## src/hdl/crs_pkg.sv

```systemverilog
// crs_pkg: shared constants, types and permutation tables for the cramer solver
// no dependencies; imported by crs_front, crs_back, the top and the testbench
package crs_pkg;

  localparam int ORDER  = 4;
  localparam int IDX_W  = 2;
  localparam int VAL_W  = 32;
  localparam int FRAC_W = 16;

  function automatic int fact(input int n);
    int r;
    r = 1;
    for (int k = 2; k <= n; k++) r = r * k;
    return r;
  endfunction

  localparam int NPERM  = fact(ORDER);
  localparam int PERM_W = $clog2(NPERM);
  localparam int LIMB_W = $clog2(ORDER);
  localparam int KD_W   = $clog2(ORDER + 1);
  // exact determinant width, with headroom for the sum of all terms
  localparam int DET_W  = VAL_W * ORDER + 8;
  localparam int NUM_W  = DET_W + FRAC_W;
  localparam int DCNT_W = $clog2(NUM_W);

  localparam logic [1:0] CMD_LOAD_MAT = 2'd0;
  localparam logic [1:0] CMD_LOAD_RHS = 2'd1;
  localparam logic [1:0] CMD_SOLVE    = 2'd2;

  typedef logic [ORDER-1:0][IDX_W-1:0] perm_row_t;
  typedef perm_row_t [NPERM-1:0] perm_tab_t;

  typedef struct packed {
    logic [1:0]       kind;
    logic [IDX_W-1:0] row;
    logic [IDX_W-1:0] col;
    logic [VAL_W-1:0] value;
  } item_t;

  typedef struct packed {
    logic  valid;
    item_t item;
  } queue_head_t;

  // all permutations in lexicographic order
  function automatic perm_tab_t make_perms();
    int a [ORDER];
    perm_tab_t t;
    int x, y, tmp, lo, hi;
    for (int k = 0; k < ORDER; k++) a[k] = k;
    for (int p = 0; p < NPERM; p++) begin
      for (int k = 0; k < ORDER; k++) t[p][k] = IDX_W'(a[k]);
      x = ORDER - 2;
      while (x >= 0 && a[x] >= a[x+1]) x--;
      if (x >= 0) begin
        y = ORDER - 1;
        while (a[y] <= a[x]) y--;
        tmp = a[x]; a[x] = a[y]; a[y] = tmp;
        lo = x + 1;
        hi = ORDER - 1;
        while (lo < hi) begin
          tmp = a[lo]; a[lo] = a[hi]; a[hi] = tmp;
          lo++;
          hi--;
        end
      end
    end
    return t;
  endfunction

  // odd permutation -> 1
  function automatic logic [NPERM-1:0] make_parity(input perm_tab_t t);
    logic [NPERM-1:0] r;
    int inv;
    for (int p = 0; p < NPERM; p++) begin
      inv = 0;
      for (int u = 0; u < ORDER; u++)
        for (int v = u + 1; v < ORDER; v++)
          if (t[p][u] > t[p][v]) inv++;
      r[p] = inv[0];
    end
    return r;
  endfunction

  localparam perm_tab_t        PERMS  = make_perms();
  localparam logic [NPERM-1:0] PARITY = make_parity(PERMS);

endpackage

```

## src/hdl/crs_front.sv

```systemverilog
// crs_front: input beat acceptance, command classification and a two-entry queue
// depends on crs_pkg
module crs_front
  import crs_pkg::*;
(
  input  logic             clk,
  input  logic             rst,
  input  logic             s_tvalid,
  output logic             s_tready,
  input  logic [1:0]       s_tuser,
  input  logic [39:0]      s_tdata,
  output queue_head_t      head,
  input  logic             pop
);

  item_t      q [2];
  logic       wr_ptr;
  logic       rd_ptr;
  logic [1:0] count;
  logic       keep;
  logic       push;
  item_t      in_item;

  assign in_item.kind  = s_tuser;
  assign in_item.row   = s_tdata[1:0];
  assign in_item.col   = s_tdata[3:2];
  assign in_item.value = s_tdata[35:4];

  // drop unknown commands and indices beyond the matrix order
  always_comb begin
    case (s_tuser)
      CMD_LOAD_MAT: keep = (int'(in_item.row) < ORDER) && (int'(in_item.col) < ORDER);
      CMD_LOAD_RHS: keep = (int'(in_item.row) < ORDER);
      CMD_SOLVE:    keep = 1'b1;
      default:      keep = 1'b0;
    endcase
  end

  assign s_tready   = (count != 2'd2);
  assign push       = s_tvalid && s_tready && keep;
  assign head.valid = (count != 2'd0);
  assign head.item  = q[rd_ptr];

  always_ff @(posedge clk) begin
    if (push) q[wr_ptr] <= in_item;
  end

  always_ff @(posedge clk) begin
    if (rst) begin
      wr_ptr <= 1'b0;
      rd_ptr <= 1'b0;
      count  <= 2'd0;
    end else begin
      if (push) wr_ptr <= ~wr_ptr;
      if (pop)  rd_ptr <= ~rd_ptr;
      count <= count + {1'b0, push} - {1'b0, pop};
    end
  end

endmodule

```

## config.mk

```make
export PLATFORM = sky130hd
export DESIGN_NAME = crs_front
export DESIGN_NICKNAME = d
export VERILOG_FILES = /design/src/hdl/crs_pkg.sv /design/src/hdl/crs_front.sv
export SDC_FILE = /design/constraint.sdc
export NUM_CORES = 1
export LEC_CHECK = 0
export BUFFER_PORTS_ARGS = -buffer_cell sky130_fd_sc_hd__buf_2
export CELL_PAD_IN_SITES_DETAIL_PLACEMENT = 1
export CELL_PAD_IN_SITES_GLOBAL_PLACEMENT = 1
export CORE_MARGIN = 2
export CORE_UTILIZATION = 38
export DETAILED_ROUTE_END_ITERATION = 10
export PLACE_DENSITY_LB_ADDON = 0.1
export SYNTH_ARGS = -nofsm -noshare
export SYNTH_HDL_FRONTEND = slang
export SYNTH_SLANG_ARGS = --single-unit
```

## constraint.sdc

```tcl
create_clock -name clk -period 3 [get_ports clk]
set_clock_uncertainty 0.1 [all_clocks]
set_input_delay 0.3 -clock clk [delete_from_list [all_inputs] [get_ports clk]]
set_output_delay 0.3 -clock clk [all_outputs]
set_load 0.005 [all_outputs]
```

==> run metrics, run 1 <==
final global-route overflow total 0; Synth async-reset ratio 0; CP Capture Type primary output; first-pass GRT wire length 8597 um; drt initial violations 48; sequential share of the synthesized area 0.7933; Crit Path Max Fanout 24; post-CTS resize count 0; post-synthesis cell count 146; Cells after DPL 329; Pins Over Slew Limit 0; MaxCap Viol Count 0; Hold Crit Start s_tdata[19]; clk slew on worst S/H paths 0.08 ns; first-pass iteration count of the detailed router 3; Die Y 92.90 um; status finished, final reports clean; Routed WL 5306 um; CTS sink cnt 81; crit path DAT 1.79 ns; Final setup violation count 0; critical setup path kind flip-flop to primary output; syn_area_per_cell 20.57 um^2; post-synth top area share 0.7600; CTS Root Cell clkbuf_8; Hold Vio Cnt, Final 0; # diodes 0; final cell count without fillers 345; RSZ-0062 raised after global routing false; wire per inst 15.38 um; Tot Pwr 2.523 mW; Synth Register Bits 81; nature of the critical path startpoint flip-flop; fmax 456.8 MHz; Min-Delay Endpoint q[0][15]; vias in the first global route 1,742; IO Port Bufs 81; r2r endpoint q[0][37]; CTS tree yes; Post-CTS Setup Repair Bufs 0; Nets 285; Mapped Area 3003 um^2; hold_buf cts 0; routed via count 1,575; Mapped Nets 193; GPL Wtd Cong 0.7292; synth cell count leaders edfxtp_1, mux2_1, dfxtp_1; Final TNS setup 0 ns; Period minus WS final 2.189 ns; final cycle utilization of the critical path 0.7297; area leader, netlist edfxtp_1; largest net degree at the start of global routing 27; Slew @ Worst Pin 0.5080 ns; Power per Cell Area 668.5 nW/um^2; EDFF count, synth 76; core area 7687 um^2; deepest clock path buffer count 2; top_reg_cell synth edfxtp_1; Synth cell types 20; worst path required time 2.60 ns; std cell rows 32; CTS H-tree depth 3; Die ar. 8629 um^2; drt via density 4.565; Yosys warning count 0; initial antenna violation count 0; Initial Util 0.3906; Reg2Reg Depth 4; Worst-Skew Late Latency 0.33 ns; Area Growth Syn to Fin 25.67%; Hold Crit Class input port to flip-flop; most common cell in the netlist edfxtp_1; synth top area cells edfxtp_1, mux2_1, dfxtp_1; cts bufs inserted 9; worst r2r src count[1]; I/O pin count 86; die width 92.90 um; slack of the critical path 0.8110 ns; worst slack, placed 0.9863 ns; Final ANT Viol Nets 0; Hold Crit Depth 1; hpwl dp 3754 um; DR DRC count 0; GR Util All Layers 0.1330; Slew headroom 0.6592; Max VDD drop 0.3241 mV; R2R setup slack 1.12 ns; Leak Pwr 1.409 nW; share of cells above drive strength 1 0.4403
## layer usage
layer  track usage  up-vias  share of wire
li1              -      745              -
met1        0.1546      781           0.41
met2        0.2325       42           0.53
met3       0.03011        7          0.045
met4       0.06250        0          0.014
met5             0        -              0
## sequential cells by signal, summed over array words and instances, names as in the netlist, named ones only
| register | cells |
|---|---|
| q | 76 |
| wr_ptr | 1 |
| count | 2 |
| rd_ptr | 1 |
## cell families after synthesis
| group | Yosys count | synth area share |
|---|---|---|
| multiplexers | 38 | 0.1425 |
| adder cells (fa/ha/maj) | 1 | 0.004166 |
| buffers and inverters | 8 | 0.01583 |
| XOR/XNOR | 3 | 0.008752 |
| AO/OA/AOI/OAI | 6 | 0.01583 |
| AND/OR/NAND/NOR | 9 | 0.01958 |
| flip-flops | 81 | 0.7933 |
## worst max path at each step
stage / endpoint / cells past startpoint / start / slack (ns)
6_report: head[7] / 3 / flip-flop / 0.81
5_1_grt: head[4] / 3 / flip-flop / 0.66
4_1_cts: head[7] / 3 / flip-flop / 0.74
3_5_place_dp: q[0][27] / 5 / s_tuser[0] / 0.99
3_3_place_gp: q[0][27] / 5 / s_tuser[0] / 1.05
2_1_floorplan: q[1][0] / 3 / s_tvalid / 0.16
## layout make-up
type	instances	area, um^2
fill	777	3914
sequential	81	2384
multi-input combinational	57	580.6
timing repair buffer	85	447.9
tap	102	127.6
clock buffer	9	123.9
clock inverter	7	95.09
inverter	4	15.01
## power by group
part / internal, mW / switching, mW / total [mW]
sequential: 1.34 / 0.0319 / 1.37
clock: 0.467 / 0.373 / 0.839
combinational: 0.152 / 0.158 / 0.310
## cells in the final DEF (no fill, tap or decap), types with 2 or more instances in the layout
master      instances
buf_2              81
clkbuf_8            9
clkinv_1            2
nor2_1              3
clkinvlp_4          3
edfxtp_1           76
inv_1               2
dfxtp_1             4
bufinv_16           2
a21bo_1             2
mux2_1             38
xnor2_1             3
buf_4               3
## critical path, stage by stage, from the launching register on
cell and delay [ns]:
dfxtp_2 0.56, buf_4 0.40, mux2_1 0.37, buf_2 0.13
## metrics by stage
stage | util | cell area (um^2) | hold slack, ns
floorplan | - | 3003 | 0.2624
global placement | 0.4624 | 3555 | 0.3873
detailed placement | 0.4624 | 3555 | 0.3918
CTS | 0.4909 | 3774 | 0.02866
global route | 0.4909 | 3774 | 0.03169
finish | 0.4909 | 3774 | 0.04737
No activity file was read; power rests on OpenSTA's default activity.
==> inputs of run 2 (changes only) <==
Clock period 3 ns to 1.9 ns, I/O delays scaled along.
==> run 2 against run 1 <==
Against the previous run: critical path depth increased by 5; cell count rose by 12%; die area unchanged; power grew 76%; critical path type is now flip-flop to flip-flop; largest cell class unchanged.
==> run metrics, run 2 (synthesized netlist as in run 1, its figures left out) <==
Max VDD drop 0.5635 mV (+74%); initial antenna violation count 0 (unchanged); first-pass iteration count of the detailed router 4 (+1); IO Port Bufs 81 (unchanged); Final ANT Viol Nets 0 (unchanged); Die ar. 8629 um^2 (unchanged); GPL Wtd Cong 0.6210 (-15%); cts bufs inserted 9 (unchanged); Tot Pwr 4.429 mW (+76%); drt initial violations 53 (+10%); final cycle utilization of the critical path 0.9442; Period minus WS final 1.794 ns; Routed WL 6211 um (+17%); GR Util met1 0.1723 (+0.01769); R2R setup slack 0.11 ns (-1.01 ns); r2r endpoint count[1]; Hold Crit Depth 3 (+2); Nets 328 (+15%); CTS H-tree depth 3 (unchanged); core area 7687 um^2 (unchanged); Cells after DPL 332 (+0.91%); GR Util All Layers 0.1546 (+0.02165); CP Capture Type flip-flop; Crit Path Max Fanout 4 (-83%); drt via density 4.508 (-1.3%); Leak Pwr 1.644 nW (+17%); commonest non-fill, non-tap cells in the layout buf_2, edfxtp_1, dlygate4sd3_1; Finished Core Util 0.5612 (+0.07031); MaxCap Viol Count 0 (unchanged); Min Hold Slack 0.08454 ns (+0.03717 ns); vias in the first global route 2,052 (+18%); max reg flops 76 (unchanged); Die Y 92.90 um (unchanged); deepest clock path buffer count 2 (unchanged); wire per inst 16.01 um (+4.1%); nature of the critical path startpoint flip-flop; Hold Vio Cnt, Final 0 (unchanged); Initial Util 0.3906 (unchanged); final cell count without fillers 388 (+12%); # diodes 0 (unchanged); std cell rows 32 (unchanged); Min-Delay Endpoint rd_ptr; Reg with most FFs q; CTS tree yes; fmax 557.4 MHz; final global-route overflow total 0 (unchanged); critical setup path kind flip-flop to flip-flop; Slew headroom 0.8571 (+0.1979); commonest non-fill, non-tap cell in the layout buf_2; Power per Cell Area 1027 nW/um^2 (+54%); Pins Over Slew Limit 0 (unchanged); met2 Use GR 0.2838 (+0.05133); clk slew on worst S/H paths 0.08 ns (about the same); GR met3 Demand/Resource 0.03255 (+0.002441); Worst-Skew Late Latency 0.34 ns (about the same); hpwl dp 4094 um (+9.1%); worst r2r src count[1]; largest net degree at the start of global routing 24 (-11%); status finished, final reports clean; Reg2Reg Depth 8 (+4); most crowded layer after global routing met2; Hold Crit Class input port to flip-flop; DR DRC count 0 (unchanged); Area Growth Syn to Fin 43.67%; crit path DAT 1.94 ns (+0.15 ns); routed via count 1,749 (+11%); Hold Crit Start pop; CTS sink cnt 81 (unchanged); share of cells above drive strength 1 0.4056 (-0.03473); Regs by FF count q (76), count (2); die width 92.90 um (unchanged); I/O pin count 86 (unchanged); Final setup violation count 0 (unchanged); CTS Root Cell clkbuf_8; worst path required time 2.04 ns (-0.56 ns); first-pass GRT wire length 9956 um (+16%); Slew @ Worst Pin 0.2128 ns (-0.2953 ns)
## run 2: changes by cell type in the layout (fill, tap and decap cells not counted), sizes merged
cell | before | now
inv | 3 | 4
buf | 85 | 89
clkinv | 3 | 1
bufinv | 2 | 4
dlygate4sd3 | 0 | 39
clkinvlp | 3 | 2
## run 2: repair_timing
| item | CTS | global route |
|---|---|---|
| pin swaps | 0 | 0 |
| hold buffers | 39 | 0 |
| gates resized for setup | 1 | 3 |
| endpoints found under the hold margin | 80 | 0 |
| buffers inserted | 0 | 1 |
| endpoints found under the setup margin | 4 | 1 |
## run 2: report_power, final
group | total [mW] | internal, mW | switching [mW]
sequential | 2.17 | 2.12 | 0.0541
combinational | 0.627 | 0.343 | 0.284
clock | 1.63 | 1.01 | 0.624
total | 4.43 | 3.47 | 0.962
## run 2: worst max-delay path: stages (launching register included)
cell,delay [ns]
dfxtp_1,0.41
nor2b_4,0.22
inv_2,0.07
nand2b_4,0.09
xnor2_1,0.15
ha_2,0.24
xnor2_2,0.08
o2111ai_1,0.11
a21bo_1,0.22
## run 2: how the worst max path moves through the flow
stage / from / to / depth (start not counted)
after global routing: count[1] / count[1] / 8
after detailed placement: s_tuser[0] / count[1] / 8
after global placement: s_tuser[0] / count[1] / 8
final: count[1] / count[1] / 8
after CTS: count[1] / count[1] / 8
after floorplan: count[1] / q[0][0] / 3
## run 2: per-layer routing
layer  wire length [um]  part of all wire  vias up
met2               3370              0.54       43
met4                 90             0.014        0
met3                214             0.034        8
met1               2536              0.41      868
li1                   -                 -      830
met5                  0                 0        -
## run 2: metrics by stage
step	worst slack, ns	TNS [ns]	instance area (um^2)
final	0.1060	0	4314
after global routing	-0.004879	-0.004879	4314
after CTS	0.03115	0	4289
after detailed placement	0.04879	0	3631
after global placement	0.1599	0	3631
after floorplan	0.1811	0	3014
## run 2: area by class of cell
cell class / count / area, um^2
Fill cell: 749 / 3373
Sequential cell: 81 / 2386
Timing Repair Buffer: 128 / 918.4
Multi-Input combinational cell: 57 / 598.1
Clock inverter: 7 / 141.4
Tap cell: 102 / 127.6
Clock buffer: 9 / 123.9
Inverter: 4 / 18.77
